[src/rtl/core/quantized_matmul_zero_point_macros.svh]
// Assertion macros for the quantized matrix product block.
// Included by the RTL files that carry concurrent checks; no other dependencies.
`ifndef QUANTIZED_MATMUL_ZERO_POINT_MACROS_SVH
`define QUANTIZED_MATMUL_ZERO_POINT_MACROS_SVH

// Clocked check, switched off while reset is asserted.
`define QMZP_ASSERT(label, clk, rst_n, prop, msg) \
    label: assert property (@(posedge clk) disable iff (!rst_n) prop) else $error(msg);

// Clocked check that also holds through reset.
`define QMZP_ASSERT_ALWAYS(label, clk, prop, msg) \
    label: assert property (@(posedge clk) prop) else $error(msg);

`endif

[src/rtl/core/qmzp_pkg.sv]
// Shared types, widths, codes and helpers for the quantized matrix product block.
// No dependencies; every other RTL file but the macro header imports this package.
package qmzp_pkg;

    localparam int MAX_DIM_DEF = 64;
    localparam int ELEM_BITS   = 8;

    localparam int DIM_W      = 7;
    localparam int IDX_W      = 6;
    localparam int ELEM_W     = 8;
    localparam int ACC_W      = 32;
    localparam int MULT_W     = 31;
    localparam int SHIFT_W    = 6;
    localparam int ZP_W       = 8;
    localparam int ACT_W      = 2;
    localparam int CFG_IDX_W  = 3;
    localparam int CFG_DATA_W = 31;
    localparam int SUM_W      = DIM_W + ELEM_W;
    localparam int PROD_W     = 64;
    localparam int QDEPTH     = 4;
    localparam int QPTR_W     = $clog2(QDEPTH);

    localparam logic [PROD_W-1:0] ELEM_MAX = PROD_W'((65'd1 << ELEM_BITS) - 65'd1);

    typedef enum logic [ACT_W-1:0] {
        ACT_WR_A    = 2'd0,
        ACT_WR_B    = 2'd1,
        ACT_COMPUTE = 2'd2
    } t_action;

    typedef enum logic [1:0] {
        OP_WR_A = 2'd0,
        OP_WR_B = 2'd1,
        OP_COMP = 2'd2
    } t_op;

    typedef enum logic [CFG_IDX_W-1:0] {
        CFG_ROWS_M     = 3'd0,
        CFG_COLS_N     = 3'd1,
        CFG_DEPTH_K    = 3'd2,
        CFG_ZP_A       = 3'd3,
        CFG_ZP_B       = 3'd4,
        CFG_MULT       = 3'd5,
        CFG_SHIFT      = 3'd6,
        CFG_OUT_ZP     = 3'd7
    } t_cfg_idx;

    typedef struct packed {
        logic [DIM_W-1:0]   rows_m;
        logic [DIM_W-1:0]   cols_n;
        logic [DIM_W-1:0]   depth_k;
        logic [ZP_W-1:0]    zp_a;
        logic [ZP_W-1:0]    zp_b;
        logic [MULT_W-1:0]  mult;
        logic [SHIFT_W-1:0] shift;
        logic [ZP_W-1:0]    out_zp;
    } t_cfg;

    typedef struct packed {
        t_op               op;
        logic [IDX_W-1:0]  row;
        logic [IDX_W-1:0]  col;
        logic [ELEM_W-1:0] val;
    } t_cmd;

    // Clamp a dimension register to [1, max_dim].
    function automatic logic [DIM_W-1:0] dim_eff(input logic [DIM_W-1:0] v,
                                                 input int max_dim);
        logic [DIM_W-1:0] r;
        if (v == '0) begin
            r = DIM_W'(1);
        end else if (int'(v) > max_dim) begin
            r = DIM_W'(max_dim);
        end else begin
            r = v;
        end
        return r;
    endfunction

endpackage

[src/rtl/core/qmzp_queue.sv]
// Short command queue between front and back end.
// Depends on qmzp_pkg.
module qmzp_queue import qmzp_pkg::*; (
    input  logic i_clk,
    input  logic i_rst_n,
    input  logic i_push,
    input  t_cmd i_cmd,
    output logic o_full,
    output logic o_valid,
    output t_cmd o_cmd,
    input  logic i_pop
);

    t_cmd              r_buf [QDEPTH];
    logic [QPTR_W-1:0] r_wr_ptr;
    logic [QPTR_W-1:0] r_rd_ptr;
    logic [QPTR_W:0]   r_count;
    logic              w_push;
    logic              w_pop;

    assign o_full  = (r_count == (QPTR_W+1)'(QDEPTH));
    assign o_valid = (r_count != '0);
    assign o_cmd   = r_buf[r_rd_ptr];
    assign w_push  = i_push && !o_full;
    assign w_pop   = i_pop && o_valid;

    always_ff @(posedge i_clk) begin
        if (!i_rst_n) begin
            r_wr_ptr <= '0;
            r_rd_ptr <= '0;
            r_count  <= '0;
        end else begin
            if (w_push) begin
                r_wr_ptr <= r_wr_ptr + QPTR_W'(1);
            end
            if (w_pop) begin
                r_rd_ptr <= r_rd_ptr + QPTR_W'(1);
            end
            if (w_push && !w_pop) begin
                r_count <= r_count + (QPTR_W+1)'(1);
            end else if (w_pop && !w_push) begin
                r_count <= r_count - (QPTR_W+1)'(1);
            end
        end
    end

    always_ff @(posedge i_clk) begin
        if (w_push) begin
            r_buf[r_wr_ptr] <= i_cmd;
        end
    end

endmodule

[config.mk]
export PLATFORM = sky130hd
export DESIGN_NAME = qmzp_queue
export DESIGN_NICKNAME = d
export VERILOG_FILES = /design/src/rtl/core/quantized_matmul_zero_point_macros.svh /design/src/rtl/core/qmzp_pkg.sv /design/src/rtl/core/qmzp_queue.sv
export SDC_FILE = /design/constraint.sdc
export NUM_CORES = 1
export LEC_CHECK = 0
export ABC_AREA = 1
export BUFFER_PORTS_ARGS = -buffer_cell sky130_fd_sc_hd__buf_2
export CAP_MARGIN = 0
export CORE_UTILIZATION = 25
export DETAILED_ROUTE_END_ITERATION = 7
export HOLD_SLACK_MARGIN = 0.12
export PLACE_DENSITY = 0.54
export SLEW_MARGIN = 20
export SYNTH_ARGS = -nofsm -noshare
export SYNTH_HDL_FRONTEND = slang
export SYNTH_SLANG_ARGS = --single-unit
[constraint.sdc]
create_clock -name i_clk -period 1.9 [get_ports i_clk]
set_input_delay 0.475 -clock i_clk [delete_from_list [all_inputs] [get_ports i_clk]]
set_output_delay 0.475 -clock i_clk [all_outputs]
set_load 0.005 [all_outputs]
Yosys cells after proc, flatten, opt, wreduce, memory -nomap -nowiden:

Memory sizes are Yosys's and may differ from the RTL's. A register that Yosys moved wholly into a read port is not among the register bits.
Index checks and enable logic that the tools add are counted.

* add/sub/neg operators: 4
* eq/ne operators: 1
* muxes and demuxes: 6
* reduce and logical (&&, ||, !) cells: 9

Operator list (count)
* 2-to-1 mux 3 bit: 2
* adder 2 x 1 -> 2 bit (second input constant): 2
* logical AND 1 bit: 4
* 2-to-1 mux 2 bit: 2
* adder 3 x 1 -> 3 bit (second input constant): 1
* == test 3 bit (second input constant): 1
* logical NOT 1 bit: 3
* nonzero test 3 bit: 1
* subtractor 3 x 1 -> 3 bit (second input constant): 1
* 2-to-1 mux 1 bit: 2
* nonzero test 2 bit: 1

* register bits after elaboration: 7
* memory bits (writable): 88
* logic and storage cells: 24
* memories kept: 1

Memory list
* r_buf: depth 4, bits a word 22, read ports 1, clocked after memory_dff 1, write ports 1, RTL line qmzp_queue.sv:14 `t_cmd r_buf [QDEPTH];`

Logic depth before layout (Yosys ltp):

* depth in word-level cells: 7
* mapped depth: 13
* mapped depth without buffers: 13

Worst setup path before layout:

Ideal clock, no wire load.

* kind: reg2reg
* start point: reg r_count[0]
* end point: mem r_buf[0][0] (netlist name), enable pin
* library setup time: 0.401 ns
* data arrival time: 1.563 ns
* data required time: 1.499 ns
* path slack: -0.064 ns
* cell stages (with the launch flop): 5
* clock period less this slack: 1.964 ns
* path through: dfxtp_1 -> nor2_4 -> nand2_4 -> nand2_4 -> nor2_1

* cells in the longest elaborated chain, start to end: 5

RTL lines
* from (decl): RTL line qmzp_queue.sv:17 `logic [QPTR_W:0] r_count;`
* from (signal assigned): RTL line qmzp_queue.sv:40 `r_count <= r_count + (QPTR_W+1)'(1);`
* from (signal assigned): RTL line qmzp_queue.sv:42 `r_count <= r_count - (QPTR_W+1)'(1);`
* == test 3 bit: RTL line qmzp_queue.sv:21 `assign o_full = (r_count == (QPTR_W+1)'(QDEPTH));`
* logical NOT 1 bit: RTL line qmzp_queue.sv:24 `assign w_push = i_push && !o_full;`
* logical AND 1 bit: RTL line qmzp_queue.sv:24
* 2-to-1 mux 1 bit: RTL line qmzp_queue.sv:48 `if (w_push) begin`
* 2-to-1 mux 1 bit (implied by the code): RTL line qmzp_queue.sv:49 `r_buf[r_wr_ptr] <= i_cmd;`
* to (decl): RTL line qmzp_queue.sv:14

Every way passes these cells.

==> results by group <==
Floorplan
  – Die W: 126 µm
  – Num rows: 44
  – I/O pin count: 50
  – Core area: 14,800 µm²
  – Initial Utilization: 0.260
  – Die footprint: 15,800 µm²
  – Height of the die: 126 µm

STA
  – Endpoints failing setup: 0
  – Post-route setup TNS: 0 ns
  – Final min period: 1.89 ns
  – Final slew viol count: 0
  – Fmax: 529 MHz
  – Slack of the critical path: 0.00860 ns
  – Clock Skews: 0.00553 ns
  – Worst hold margin: 0.352 ns
  – Worst rel slew slack: 0.863
  – Slew @ Worst Pin: 0.203 ns
  – Unrepaired setup endpoints after global routing: yes
  – Period utilization: 0.995
  – Fin. Hold Viols: 0

Clock network
  – Worst-Skew Late Latency: 0.34 ns
  – Clock buffer depth: 2
  – Clock Tree Root: clkbuf_16
  – H-tree depth: 3
  – Hold buffer count at CTS: 0
  – Cts bufs inserted: 9
  – Clk sinks: 97
  – Clock transition at the registers of the reported paths: 0.06 ns
  – CTS tree: done

Cells and area
  – Fillcell total: 1,454
  – # diodes: 0
  – Final std cells w/o fill: 537
  – Syn-to-layout area delta: 27.6%
  – Fin nets: 380
  – Final core utilization: 0.331
  – Share of cells above drive strength 1: 0.331
  – Post-route cell area: 4890 µm²

Routing
  – Post-DR wirelength/cell: 14.9 µm
  – Top Metal Used: met4
  – Met3 WL: 391 µm
  – DRT antenna net count: 0
  – Routed wl met2: 4190 µm
  – DR pass1 iterations: 4
  – Via count: 2,349
  – Vias/cell: 4.37
  – Initial drt markers: 81
  – Drt total wl: 8020 µm
  – Met1 Routed Length: 3380 µm
  – Drc violations: 0

Place
  – Pre-CTS setup slack: 0.0654 ns
  – Post-DP HPWL: 4720 µm
  – Routability cong.: 0.722
  – Placed instance area: 4340 µm²
  – Placed insts: 513
  – PortBufs: 49

Critical path
  – Critical path startpoint category: flip-flop
  – FF-to-FF End: r_count[1]
  – Critical path arrival: 1.42 ns
  – CP Max Fanout: 6
  – Worst Setup End Kind: output pin
  – End of the critical path: o_cmd[20]
  – Worst path required time: 1.42 ns
  – FF-to-FF setup slack: 0.14 ns
  – Reg2reg path depth: 9
  – Critical path class: flip-flop to output pin
  – Worst r2r src: r_count[1]

Min path
  – HP Class: primary input to flip-flop
  – Hold depth: 1

Logic synthesis
  – Synth top area cells: edfxtp_1 (69%), nor2_1 (5.6%), dfxtp_1 (4.7%)
  – EDFF count, synth: 88
  – Synth unique cells: 23
  – Synthesized net count: 314
  – Synth Flop Type: edfxtp_1
  – Synth Cell Area: 3830 µm²
  – Synth Instances: 282
  – Avg Cell Area, Syn: 13.6 µm²
  – Seq/Total Area, Yosys: 0.737
  – #FFs+latches synth: 97
  – Synth area leader: edfxtp_1
  – Async S/R FF share, synth: 0
  – Commonest cells in the netlist: edfxtp_1 (88), nor2_1 (57), o21ai_0 (27)
  – Yosys top cell area share: 0.690
  – Count leader, synth: edfxtp_1
  – Yosys warning count: 0

Power
  – Power per cell area: 1290 nW/µm²
  – P_leak: 1.75 nW
  – Power Total: 6.32 mW
  – Max IR drop VDD: 616 µV

Global routing
  – First-pass GRT wire length: 12,000 µm
  – Initial antenna violation count: 0
  – Global Route Usage Sum: 0.104
  – Largest net degree at the start of global routing: 45
  – Vias in the first global route: 2,324
  – GRT Residual Overflow: 0

Flow run
  – Max-Cap Viols: 0

Status
  – Outcome: completed
[how the worst min path moves through the flow]
stage                start           end  slack (ns)
6_report         i_cmd[18]  r_buf[0][18]        0.35
5_1_grt          i_cmd[10]  r_buf[0][10]        0.34
4_1_cts          i_cmd[10]  r_buf[0][10]        0.34
3_5_place_dp   r_rd_ptr[0]   r_rd_ptr[0]        0.50
3_3_place_gp   r_rd_ptr[0]   r_rd_ptr[0]        0.48
2_1_floorplan  r_rd_ptr[1]     flip-flop        0.46
[sequential cells by signal, summed over array words and instances (netlist names), named ones only]
| name | cells |
|---|---|
| r_wr_ptr | 2 |
| r_rd_ptr | 2 |
| r_count | 3 |
| r_buf | 88 |
[cells in the final DEF (no fill, tap or decap), types with 2 or more instances in the layout]
cell,n
o21ai_2,7
buf_4,5
dfxtp_2,3
nand2_1,10
dfxtp_1,5
o21ai_0,5
o22ai_2,6
nand3_1,4
inv_1,13
nor2_1,50
nand2_4,4
buf_6,5
clkbuf_16,11
clkinv_1,4
o21ai_4,3
o21ai_1,30
buf_2,49
buf_12,7
edfxtp_1,88
inv_2,3
ha_1,5
a21oi_1,3
nor2_2,6
o22ai_1,16
nor2_4,2
[cells by family after synthesis]
logic type                 synth area share
DFF                                   0.737
and+or+nand+nor                      0.0892
AOI/OAI and AO/OA                    0.0987
buffers and inverters                0.0513
adders and majority gates            0.0216
xor gates and xnor gates            0.00229
[repair_timing]
item / in CTS / in global routing
resized for setup: 11 / 44
endpoints found under the setup margin: 22 / 20
buffers inserted: 3 / 2
gates cloned: 0 / 3
pin swaps: 2 / 21
[power breakdown]
group          switching [mW]  internal (mW)  total [mW]
registers               0.116           2.61        2.72
clock network           0.719           1.00        1.72
logic                    1.05          0.820        1.87
total                    1.89           4.43        6.32
[layout make-up]
cell class,instances,area (µm²),share of cell area
repair buffers,68,529,0.108
clock buffers,9,225,0.0461
well taps,184,230,0.0471
clock inverters,7,61.3,0.0125
multi-input cells,155,931,0.190
flip-flops and latches,97,2830,0.579
inverters,17,80.1,0.0164
[metal layers]
metal,vias to the layer above,track usage
met5,-,0
met2,40,0.184
met4,0,0.0340
met1,1144,0.116
li1,1159,-
met3,6,0.0361
[worst max-delay path, stage by stage, from the launching register on]
cell and delay, ns:
dfxtp_4 0.37, buf_12 0.15, clkbuf_16 0.16, o21ai_1 0.07, o22ai_1 0.18, buf_2 0.14
(Power assumes the default switching activity.)
