### config.mk
export PLATFORM = sky130hd
export DESIGN_NAME = qmzp_front_flat
export DESIGN_NICKNAME = d
export VERILOG_FILES = /design/src/rtl/core/quantized_matmul_zero_point_macros.svh /design/src/rtl/core/qmzp_pkg.sv /design/src/rtl/core/qmzp_if.sv /design/src/rtl/core/qmzp_front.sv /design/src/flat_wrapper.sv
export SDC_FILE = /design/constraint.sdc
export NUM_CORES = 1
export LEC_CHECK = 0
export BUFFER_PORTS_ARGS = -buffer_cell sky130_fd_sc_hd__buf_2
export CORE_AREA = 2 2 50 52
export DETAILED_ROUTE_END_ITERATION = 7
export DIE_AREA = 0 0 52 54
export PLACE_DENSITY = 0.92
export SLEW_MARGIN = 10
export SYNTH_ARGS = -nofsm -noshare
export SYNTH_HDL_FRONTEND = slang
export SYNTH_SLANG_ARGS = --single-unit
### constraint.sdc
create_clock -name vclk -period 2.26
set_clock_uncertainty 0.15 [all_clocks]
set_input_delay 0.226 -clock vclk [all_inputs]
set_output_delay 0.226 -clock vclk [all_outputs]
set_load 0.01 [all_outputs]
### src/rtl/core/quantized_matmul_zero_point_macros.svh
// Assertion macros for the quantized matrix product block.
// Included by the RTL files that carry concurrent checks; no other dependencies.
`ifndef QUANTIZED_MATMUL_ZERO_POINT_MACROS_SVH
`define QUANTIZED_MATMUL_ZERO_POINT_MACROS_SVH

// Clocked check, switched off while reset is asserted.
`define QMZP_ASSERT(label, clk, rst_n, prop, msg) \
    label: assert property (@(posedge clk) disable iff (!rst_n) prop) else $error(msg);

// Clocked check that also holds through reset.
`define QMZP_ASSERT_ALWAYS(label, clk, prop, msg) \
    label: assert property (@(posedge clk) prop) else $error(msg);

`endif

### src/rtl/core/qmzp_pkg.sv
// Shared types, widths, codes and helpers for the quantized matrix product block.
// No dependencies; every other RTL file but the macro header imports this package.
package qmzp_pkg;

    localparam int MAX_DIM_DEF = 64;
    localparam int ELEM_BITS   = 8;

    localparam int DIM_W      = 7;
    localparam int IDX_W      = 6;
    localparam int ELEM_W     = 8;
    localparam int ACC_W      = 32;
    localparam int MULT_W     = 31;
    localparam int SHIFT_W    = 6;
    localparam int ZP_W       = 8;
    localparam int ACT_W      = 2;
    localparam int CFG_IDX_W  = 3;
    localparam int CFG_DATA_W = 31;
    localparam int SUM_W      = DIM_W + ELEM_W;
    localparam int PROD_W     = 64;
    localparam int QDEPTH     = 4;
    localparam int QPTR_W     = $clog2(QDEPTH);

    localparam logic [PROD_W-1:0] ELEM_MAX = PROD_W'((65'd1 << ELEM_BITS) - 65'd1);

    typedef enum logic [ACT_W-1:0] {
        ACT_WR_A    = 2'd0,
        ACT_WR_B    = 2'd1,
        ACT_COMPUTE = 2'd2
    } t_action;

    typedef enum logic [1:0] {
        OP_WR_A = 2'd0,
        OP_WR_B = 2'd1,
        OP_COMP = 2'd2
    } t_op;

    typedef enum logic [CFG_IDX_W-1:0] {
        CFG_ROWS_M     = 3'd0,
        CFG_COLS_N     = 3'd1,
        CFG_DEPTH_K    = 3'd2,
        CFG_ZP_A       = 3'd3,
        CFG_ZP_B       = 3'd4,
        CFG_MULT       = 3'd5,
        CFG_SHIFT      = 3'd6,
        CFG_OUT_ZP     = 3'd7
    } t_cfg_idx;

    typedef struct packed {
        logic [DIM_W-1:0]   rows_m;
        logic [DIM_W-1:0]   cols_n;
        logic [DIM_W-1:0]   depth_k;
        logic [ZP_W-1:0]    zp_a;
        logic [ZP_W-1:0]    zp_b;
        logic [MULT_W-1:0]  mult;
        logic [SHIFT_W-1:0] shift;
        logic [ZP_W-1:0]    out_zp;
    } t_cfg;

    typedef struct packed {
        t_op               op;
        logic [IDX_W-1:0]  row;
        logic [IDX_W-1:0]  col;
        logic [ELEM_W-1:0] val;
    } t_cmd;

    // Clamp a dimension register to [1, max_dim].
    function automatic logic [DIM_W-1:0] dim_eff(input logic [DIM_W-1:0] v,
                                                 input int max_dim);
        logic [DIM_W-1:0] r;
        if (v == '0) begin
            r = DIM_W'(1);
        end else if (int'(v) > max_dim) begin
            r = DIM_W'(max_dim);
        end else begin
            r = v;
        end
        return r;
    endfunction

endpackage

### src/rtl/core/qmzp_if.sv
// Channel interfaces for the quantized matrix product block: input items,
// result items and configuration writes. Depends on qmzp_pkg.
interface qmzp_in_if import qmzp_pkg::*; ();
    logic              valid;
    logic              ready;
    logic [ACT_W-1:0]  action;
    logic [IDX_W-1:0]  row_index;
    logic [IDX_W-1:0]  col_index;
    logic [ELEM_W-1:0] elem_value;

    modport source (output valid, action, row_index, col_index, elem_value, input ready);
    modport sink   (input valid, action, row_index, col_index, elem_value, output ready);
endinterface


### src/rtl/core/qmzp_front.sv
// Front end: accepts input transactions, drops the ones that do nothing and
// turns the rest into queue commands. Depends on qmzp_pkg and qmzp_if.
module qmzp_front import qmzp_pkg::*; #(
    parameter int MAX_DIM = MAX_DIM_DEF
) (
    qmzp_in_if.sink i_in,
    input  t_cfg    i_cfg,
    input  logic    i_full,
    output logic    o_push,
    output t_cmd    o_cmd
);

    logic             w_accept;
    logic             w_wr_ok;
    logic             w_cell_ok;
    logic [DIM_W-1:0] w_m_lim;
    logic [DIM_W-1:0] w_n_lim;

    assign i_in.ready = !i_full;
    assign w_accept   = i_in.valid && !i_full;

    assign w_m_lim   = dim_eff(i_cfg.rows_m, MAX_DIM);
    assign w_n_lim   = dim_eff(i_cfg.cols_n, MAX_DIM);
    assign w_wr_ok   = (int'(i_in.row_index) < MAX_DIM) && (int'(i_in.col_index) < MAX_DIM);
    assign w_cell_ok = (DIM_W'(i_in.row_index) < w_m_lim) && (DIM_W'(i_in.col_index) < w_n_lim);

    always_comb begin
        o_cmd.row = i_in.row_index;
        o_cmd.col = i_in.col_index;
        o_cmd.val = i_in.elem_value;
        o_cmd.op  = OP_COMP;
        o_push    = 1'b0;
        case (t_action'(i_in.action))
            ACT_WR_A: begin
                o_cmd.op = OP_WR_A;
                o_push   = w_accept && w_wr_ok;
            end
            ACT_WR_B: begin
                o_cmd.op = OP_WR_B;
                o_push   = w_accept && w_wr_ok;
            end
            ACT_COMPUTE: begin
                o_cmd.op = OP_COMP;
                o_push   = w_accept && w_cell_ok;
            end
            // unused action: accept and drop
            default: begin
                o_push = 1'b0;
            end
        endcase
    end

endmodule

### src/flat_wrapper.sv
// flat-port wrapper written by rule: the top's interface ports become plain ports
module qmzp_front_flat import qmzp_pkg::*;
#(
    parameter int MAX_DIM = MAX_DIM_DEF
)
  (i_cfg, i_full, o_push, o_cmd, i_in_valid, i_in_action, i_in_row_index, i_in_col_index, i_in_elem_value, i_in_ready);
  qmzp_in_if i_in_i ();
  input  t_cfg i_cfg;
  input  logic i_full;
  output logic o_push;
  output t_cmd o_cmd;
  input wire logic [$bits(i_in_i.valid)-1:0] i_in_valid;
  input wire logic [$bits(i_in_i.action)-1:0] i_in_action;
  input wire logic [$bits(i_in_i.row_index)-1:0] i_in_row_index;
  input wire logic [$bits(i_in_i.col_index)-1:0] i_in_col_index;
  input wire logic [$bits(i_in_i.elem_value)-1:0] i_in_elem_value;
  output wire logic [$bits(i_in_i.ready)-1:0] i_in_ready;
  assign i_in_i.valid = i_in_valid;
  assign i_in_i.action = i_in_action;
  assign i_in_i.row_index = i_in_row_index;
  assign i_in_i.col_index = i_in_col_index;
  assign i_in_i.elem_value = i_in_elem_value;
  assign i_in_ready = i_in_i.ready;
  qmzp_front #(.MAX_DIM(MAX_DIM)) u_core (.i_in(i_in_i), .i_cfg(i_cfg), .i_full(i_full), .o_push(o_push), .o_cmd(o_cmd));
endmodule
# Word level (Yosys, flattened, before mapping)
# Cells that the tools add are included.
[totals]
latch_bits = 0
ff_bits = 0
word_cells = 20
rom_bits = 0
output_inout_bits = 24
ram_bits = 0
memories = 0
[op_classes]
div = 0
eq_ne = 2
n_bitwise = 0
muxes = 6
magnitude_cmp = 4
multipliers = 0
addsub = 0
shift = 0
n_reduce_logical = 8
[op_table]
columns = ["op", "count"]
rows = [
  ["7-bit two-way mux", 4],
  ["7-bit greater-than comparator (second input constant)", 2],
  ["7-bit zero test", 2],
  ["6-bit by 7-bit < comparator with 1-bit output", 2],
  ["2-bit case mux with 2 select lines", 1],
  ["1-bit logical AND", 3],
  ["2-bit by 1-bit equality test with 1-bit output (second input constant)", 1],
  ["2-bit equality test (second input constant)", 1],
  ["2-bit zero test", 1],
  ["1-bit case mux with 2 select lines", 1],
  ["2-bit OR reduction", 1],
  ["1-bit zero test", 1],
]

# Depth between registers and ports, before layout
# Gate-level depths: netlist of run 1.
[logic_depth]
depth_word = 7
ltp_mapped = 6
depth_no_buf = 6

# Worst setup path before layout of run 1
# OpenSTA, ideal clock, no wires.
[synth_path]
path_type = "input port to output port"
from = "in i_cfg[74] in the netlist's numbering"
to = "out o_push"
t_arrival_ns = 1.374
stages = 6
path_slack_ns = 0.510
t_required_ns = 1.884
path_buffers = 0
cell_sequence = "nand2b_1 > ha_1 > a21o_1 > a21o_1 > a221oi_2 > o211a_1"
[synth_between]
elab_chain_len = 7
[synth_lines]
columns = ["element", "line_no", "text"]
rows = [
  ["start: declaration", "flat_wrapper.sv:8", "input t_cfg i_cfg;"],
  ["7-bit greater-than comparator", "qmzp_pkg.sv:72", "end else if (int'(v) > max_dim) begin"],
  ["7-bit two-way mux", "qmzp_pkg.sv:72", ""],
  ["7-bit two-way mux *", "qmzp_pkg.sv:70", "if (v == '0) begin"],
  ["6-bit by 7-bit < comparator with 1-bit output *", "qmzp_front.sv:25", "assign w_cell_ok = (DIM_W'(i_in.row_index) < w_m_lim) && (DIM_W'(i_in.col_index) < w_n_lim);"],
  ["1-bit logical AND *", "qmzp_front.sv:25", ""],
  ["1-bit logical AND *", "qmzp_front.sv:44", "o_push = w_accept && w_cell_ok;"],
  ["1-bit case mux with 2 select lines *", "qmzp_front.sv:33", "case (t_action'(i_in.action))"],
  ["end: declaration", "flat_wrapper.sv:10", "output logic o_push;"],
]
# Every way passes the cells marked *; elsewhere a longest branch is shown, timed or not.

# Worst setup path after layout of run 1
[layout_path]
from = "in i_cfg[81] in the netlist's numbering"
to = "out o_push"
# The elaborated chain is that of the path after synthesis.

==> results of run 1 <==
-- metrics by stage --
stage	hold slack, ps	instance area (sq um)	instances	total power, mW	worst slack, ps
after floorplan	345	518	71	0.0831	510
final	302	632	126	0.107	207
after global placement	302	632	126	0.106	234
after global routing	302	632	126	0.124	103
after CTS	302	632	126	0.109	193
after detailed placement	302	632	126	0.109	195
-- layout make-up --
type | count | share of cell area
timing repair buffer | 46 | 0.364
inverter | 5 | 0.0297
multi-input combinational | 45 | 0.547
tap | 30 | 0.0594
-- metal layers --
metal	vias up	track usage	share of wire
li1	281	-	-
met1	208	0.118	0.49
met2	29	0.120	0.40
met3	0	0	0.11
met4	0	0.00877	0
met5	-	0	0
-- logic make-up (layout without fill, tap and decap cells) --
group	Yosys count	after routing	synth area share
buffers and inverters	26	51	0.333
adders and majority gates	10	10	0.242
and+or+nand+nor	25	25	0.268
AOI/OAI and AO/OA	10	10	0.157
-- cells in the final DEF, fill, tap and decap left out, types with 2 or more instances in the layout --
| master | instances |
|---|---|
| a21o_1 | 2 |
| a21oi_1 | 2 |
| buf_2 | 46 |
| ha_1 | 10 |
| inv_1 | 5 |
| nand2b_1 | 10 |
| nor2_1 | 4 |
| nor3_1 | 4 |
| nor4_1 | 2 |
-- power breakdown --
group / switching [mW] / internal (mW) / leakage, nW / total, mW
registers: 0 / 0 / 0 / 0
clock network: 0 / 0 / 0 / 0
logic: 0.0528 / 0.0546 / 0.358 / 0.107
total: 0.0528 / 0.0546 / 0.358 / 0.107
-- synthesized netlist by cell type (all sizes together) (2+ instances only) --
cell type / instances / area, sq um
nor2: 4 / 15.0
a21oi: 2 / 10.0
nor4: 2 / 12.5
buf: 20 / 150
inv: 5 / 18.8
a21o: 2 / 15.0
ha: 10 / 125
a221oi: 2 / 23.8
nand2b: 10 / 62.6
nor3: 4 / 20.0
-- worst min-delay path by stage --
stage	startpoint	to	slack [ps]
floorplan	i_in_action[1]	o_cmd[20]	340
global route	i_in_elem_value[2]	o_cmd[2]	300
global placement	i_in_elem_value[7]	o_cmd[7]	300
detailed placement	i_in_elem_value[7]	o_cmd[7]	300
CTS	i_in_elem_value[7]	o_cmd[7]	300
finish	i_in_elem_value[0]	o_cmd[0]	300
==> metrics.txt, run 1 <==
final core utilization 0.272; DR iter-0 viols 5; post-synthesis cell type count 21; Crit Path Max Fanout 9; crit path DAT 1680 ps; Period Utilization, post-route 0.908; post-route DRC violation count 0; CP bufs+invs 2; Mapped Cells 71; effective utilization at floorplan 0.223; Setup Crit Path Kind in2out; critical path depth 8; syn_area_per_cell 7.30 sq um; I/O pin count 130; clock buffer count 0; die area 2810 sq um; first-pass GRT wire length 1.62 mm; cts repair resizes 0; Lkg Pwr 0.358 nW; Final Setup Violations 0; Required @ worst endpoint 1880 ps; Rel. slew slack 0.754; status completed; worst slew pin tran 360 ps; delay-heaviest family, CP compound AO/OA/AOI/OAI gates; crit start category input pin; FF/Latch Area 0 sq um; HP Class in2out; Vias 518; synthesized cell area 518 sq um; All-Layer GR Usage 0.0761; Max stage delay on crit path 290 ps; Max IR drop VDD 0.0551 mV; Crit. Startpoint i_cfg[81]; vias in the first global route 372; Post-DRT Antenna Nets 0; pin count of the biggest net entering global routing 10; initial antenna violation count 0; Overflow after GRT 0; sequential area share after synthesis 0; core footprint 2320 sq um; WL/cell 9.47 microns; final WL 1.19 mm; critical path, cell by cell buf_2, nand2b_1, ha_1, a21oi_1, o221ai_1, a221oi_2, o211a_1, buf_2; FILL cells 272; Max Cap Viol 0; Die W 52 microns; dpl hpwl 1.13 mm; WHS Path Cells 0; fin crit period 2050 ps; RSZ-0062 raised after global routing no; hold_buf cts 0; gpl congestion 0.707; antenna cells 0; final hold vios 0; via/cell ratio 4.11; nets@finish 214; pwr dens 170 nW/um^2; Yosys warnings 0; # rows 18; fmax 487 MHz; Post-CTS Repair Setup Buffers 0; cell repeated most along the worst path buf_2; Synthesized Nets 187; Area Overhead vs Synth 22.0%; Final Slew Violations 0; Worst path slowest cell ha_1; DIE HEIGHT 54 microns; final total negative setup slack 0 ps; area of the multi-input gates 345 sq um; buffers added on ports 46; TritonRoute pass-1 iters 3; layout cells sized above 1 0.490; endpoint type of the worst setup path output port; Critical Path Sink o_push; Seq cells 0
No activity file was read; power rests on OpenSTA's default activity.
==> run 2, diff against run 1 <==
- BUFFER_PORTS_ARGS: -buffer_cell sky130_fd_sc_hd__buf_2 -> unset
- DONT_BUFFER_PORTS: unset -> 1
- PLACE_DENSITY: 0.92 -> 0.43
==> metrics.txt, run 2 (synthesized netlist as in run 1, its figures left out) <==
status completed; FILL cells 273; Post-CTS Repair Setup Buffers 0; vias in the first global route 350; DIE HEIGHT 54 microns; buffers added on ports 0; layout cells sized above 1 0.0200; initial antenna violation count 0; endpoint type of the worst setup path output port; area of the multi-input gates 345 sq um; die area 2810 sq um; Max IR drop VDD 0.0449 mV; Overflow after GRT 0; I/O pin count 130; DR iter-0 viols 1; Required @ worst endpoint 1880 ps; RSZ-0062 raised after global routing no; Final Cell Area 402 sq um; Setup Crit Path Kind in2out; TritonRoute pass-1 iters 2; most frequent cells in the layout 10 x nand2b_1, 10 x ha_1, 5 x inv_1; crit path DAT 1460 ps; worst slew pin tran 377 ps; Post-DRT Antenna Nets 0; Post-DP Area 402 sq um; effective utilization at floorplan 0.223; cts repair resizes 0; post-route DRC violation count 0; Crit Path Max Fanout 9; HP Class in2out; Max Cap Viol 0; Final Setup Violations 0; Final Slew Violations 0; core footprint 2320 sq um; Die W 52 microns; pin count of the biggest net entering global routing 10; Period Utilization, post-route 0.814; final WL 993 microns; Vias 367; final hold vios 0; fin crit period 1840 ps; gpl congestion 0.635; # rows 18; antenna cells 0; WL/cell 12.4 microns; pwr dens 132 nW/um^2; FF/Latch Area 0 sq um; nets@finish 168; Seq cells 0; final total negative setup slack 0 ps; via/cell ratio 4.59; first-pass GRT wire length 1.37 mm; fmax 544 MHz; Rel. slew slack 0.742; hold_buf cts 0; crit start category input pin; Lkg Pwr 0.175 nW; Area Overhead vs Synth -22.5%; clock buffer count 0; All-Layer GR Usage 0.0639
run 2: metrics by stage:
step / std cells / power, mW / worst slack [ps] / hold WS [ps] / util
2_1_floorplan: 71 / 0.0831 / 510 / 345 / -
3_3_place_gp: 80 / 0.0526 / 420 / 302 / 0.173
3_5_place_dp: 80 / 0.0546 / 403 / 302 / 0.173
4_1_cts: 80 / 0.0547 / 403 / 302 / 0.173
5_1_grt: 80 / 0.0630 / 266 / 302 / 0.173
6_report: 80 / 0.0532 / 421 / 302 / 0.173
run 2: area by class of cell:
| cell class | instances | share of cell area |
|---|---|---|
| inverters | 5 | 0.0467 |
| multi-input cells | 45 | 0.860 |
| well taps | 30 | 0.0935 |
run 2: layer usage:
metal / up-vias / global-route usage / part of all wire
li1: 187 / - / -
met1: 144 / 0.0833 / 0.44
met5: - / 0 / 0
met2: 34 / 0.103 / 0.38
met4: 0 / 0.0175 / 0.0020
met3: 2 / 0.0167 / 0.18
run 2: power breakdown:
group | leakage [nW] | switching (mW) | internal (mW)
clock network | 0 | 0 | 0
registers | 0 | 0 | 0
logic | 0.175 | 0.0262 | 0.0270
total | 0.175 | 0.0262 | 0.0270
run 2: path summary, 6_finish.rpt:
check / start / end / slack (ps) / cells past startpoint
hold / removal: i_in_elem_value[3] / o_cmd[3] / 300 / 0
setup / recovery: i_cfg[81] / o_push / 420 / 6
run 2: worst max-delay path: stages:
cell and delay, ps:
nand2b_1 120, ha_1 290, a21oi_1 150, o221ai_1 170
a221oi_2 290, o211a_1 230
==> run 3, diff against run 2 <==
- ABC_AREA: unset -> 1
- PLACE_DENSITY: 0.43 -> 0.46
- clock period: 2.26 -> 1.6 ns (I/O delays scaled with it)
==> metrics.txt, run 3 <==
Overflow after GRT 0; Required @ worst endpoint 1290 ps; Vias 456; synthesized cell area 554 sq um; All-Layer GR Usage 0.0668; core footprint 2320 sq um; vias in the first global route 372; Hold Slack 170 ps; top post-synthesis cells by count 27 x nand2_1, 20 x buf_4, 10 x ha_1, 8 x nor2_1, 6 x inv_1; Area Overhead vs Synth 2.71%; post-synthesis adder-cell area fraction 0.226; Final Setup Violations 1; FF/Latch Area 0 sq um; buffers added on ports 0; sequential area share after synthesis 0; I/O pin count 130; Synth Area in XOR/XNOR 0; Die W 52 microns; clock buffer count 0; largest family of logic cells by synthesized area simple AND/OR/NAND/NOR gates; most frequent cells in the layout 22 x nand2_1, 7 x ha_1, 6 x inv_1; Max Cap Viol 0; DR iter-0 viols 5; Area contributors post-synth buf_4 27%, ha_1 23%, nand2_1 18%; WHS Path Cells 0; final core utilization 0.245; nets@finish 192; initial antenna violation count 0; Seq cells 0; gpl congestion 0.625; Synthesized Nets 208; # rows 18; failing checks negative setup slack; Post-DP Area 458 sq um; Final Cell Area 569 sq um; Synth top area share 0.271; Lkg Pwr 0.254 nW; most frequent cell after synthesis nand2_1; post-route DRC violation count 0; die area 2810 sq um; post-synthesis cell type count 17; status finished with violations; final WL 1.18 mm; crit start category input pin; Rel. slew slack 0.861; simple-gate share of the synthesized area 0.336; Yosys warnings 0; antenna cells 0; hold_sp i_in_elem_value[5]; TritonRoute pass-1 iters 4; DIE HEIGHT 54 microns; Post-DRT Antenna Nets 0; crit path DAT 1340 ps; commonest non-fill, non-tap cell in the layout nand2_1; RSZ-0062 raised after global routing yes; Crit Path Max Fanout 3; Synth Area in Compound Gates 0.106; WL/cell 11.3 microns; dpl hpwl 917 microns; first-pass GRT wire length 1.47 mm; Period Utilization, post-route 1.03; Max IR drop VDD 0.0780 mV; pin count of the biggest net entering global routing 8; fin crit period 1650 ps; via/cell ratio 4.38; dpl ws -109 ps; Final Slew Violations 0; layout cells sized above 1 0.311; pwr dens 210 nW/um^2; Synth area leader buf_4; syn_area_per_cell 6.02 sq um; final worst setup slack -49.8 ps; endpoint type of the worst setup path output port; Setup Crit Path Kind in2out; Mapped Cells 92; effective utilization at floorplan 0.239; final hold vios 0; worst slew pin tran 208 ps; HP Class in2out; multiplexer share of the synthesized area 0; fmax 606 MHz; Hold Path End o_cmd[5]; hold_buf cts 0
-- run 3: routing by layer --
metal,GRT usage,up-vias,part of all wire
li1,-,241,-
met3,0.0167,0,0.15
met5,0,-,0
met4,0.0132,0,0
met2,0.112,29,0.46
met1,0.0866,186,0.39
-- run 3: worst max-delay path by stage --
| stage | slack (ps) | depth (start not counted) | from | to |
|---|---|---|---|---|
| 2_1_floorplan | 10 | 9 | i_cfg[78] | o_push |
| 3_3_place_gp | -90 | 9 | i_cfg[78] | o_push |
| 3_5_place_dp | -110 | 9 | i_cfg[78] | o_push |
| 4_1_cts | 8 | 12 | i_cfg[80] | o_push |
| 5_1_grt | -140 | 10 | i_cfg[77] | o_push |
| 6_report | -50 | 10 | i_cfg[77] | o_push |
-- run 3: repair_timing --
item	4_1_cts	5_1_grt
endpoints found under the setup margin	1	1
setup buffers	0	2
pin swaps	7	13
gates resized for setup	7	13
-- run 3: area by class of cell --
class	instances	area, sq um
timing repair buffer	3	26.3
tap	30	37.5
fill	271	1750
inverter	8	30.0
multi-input combinational	63	475
-- run 3: metrics by stage --
step / TNS (ps) / std cells / total power, mW
3_3_place_gp: -93.2 / 102 / 0.0934
4_1_cts: 0 / 102 / 0.0998
3_5_place_dp: -109 / 102 / 0.0955
6_report: -49.8 / 104 / 0.120
5_1_grt: -138 / 104 / 0.140
2_1_floorplan: 0 / 92 / 0.132
-- run 3: critical path, cell delays in order --
cell and delay, ps:
nor2_4 100, nand3_2 100, nand2_4 110, buf_6 110, nand2_4 40, ha_4 140, nand4_1 80, o2111a_2 210
nand3_2 90, a21oi_4 180
-- run 3: kinds of logic after synthesis --
logic type      count (synthesis)
compound gates                  9
fa+ha+maj                      10
simple gates                   44
buf+inv                        29
-- run 3: report_power, final --
group | switching (mW) | total (mW) | leakage [nW] | internal (mW)
clock | 0 | 0 | 0 | 0
combinational | 0.0625 | 0.120 | 0.254 | 0.0572
sequential | 0 | 0 | 0 | 0
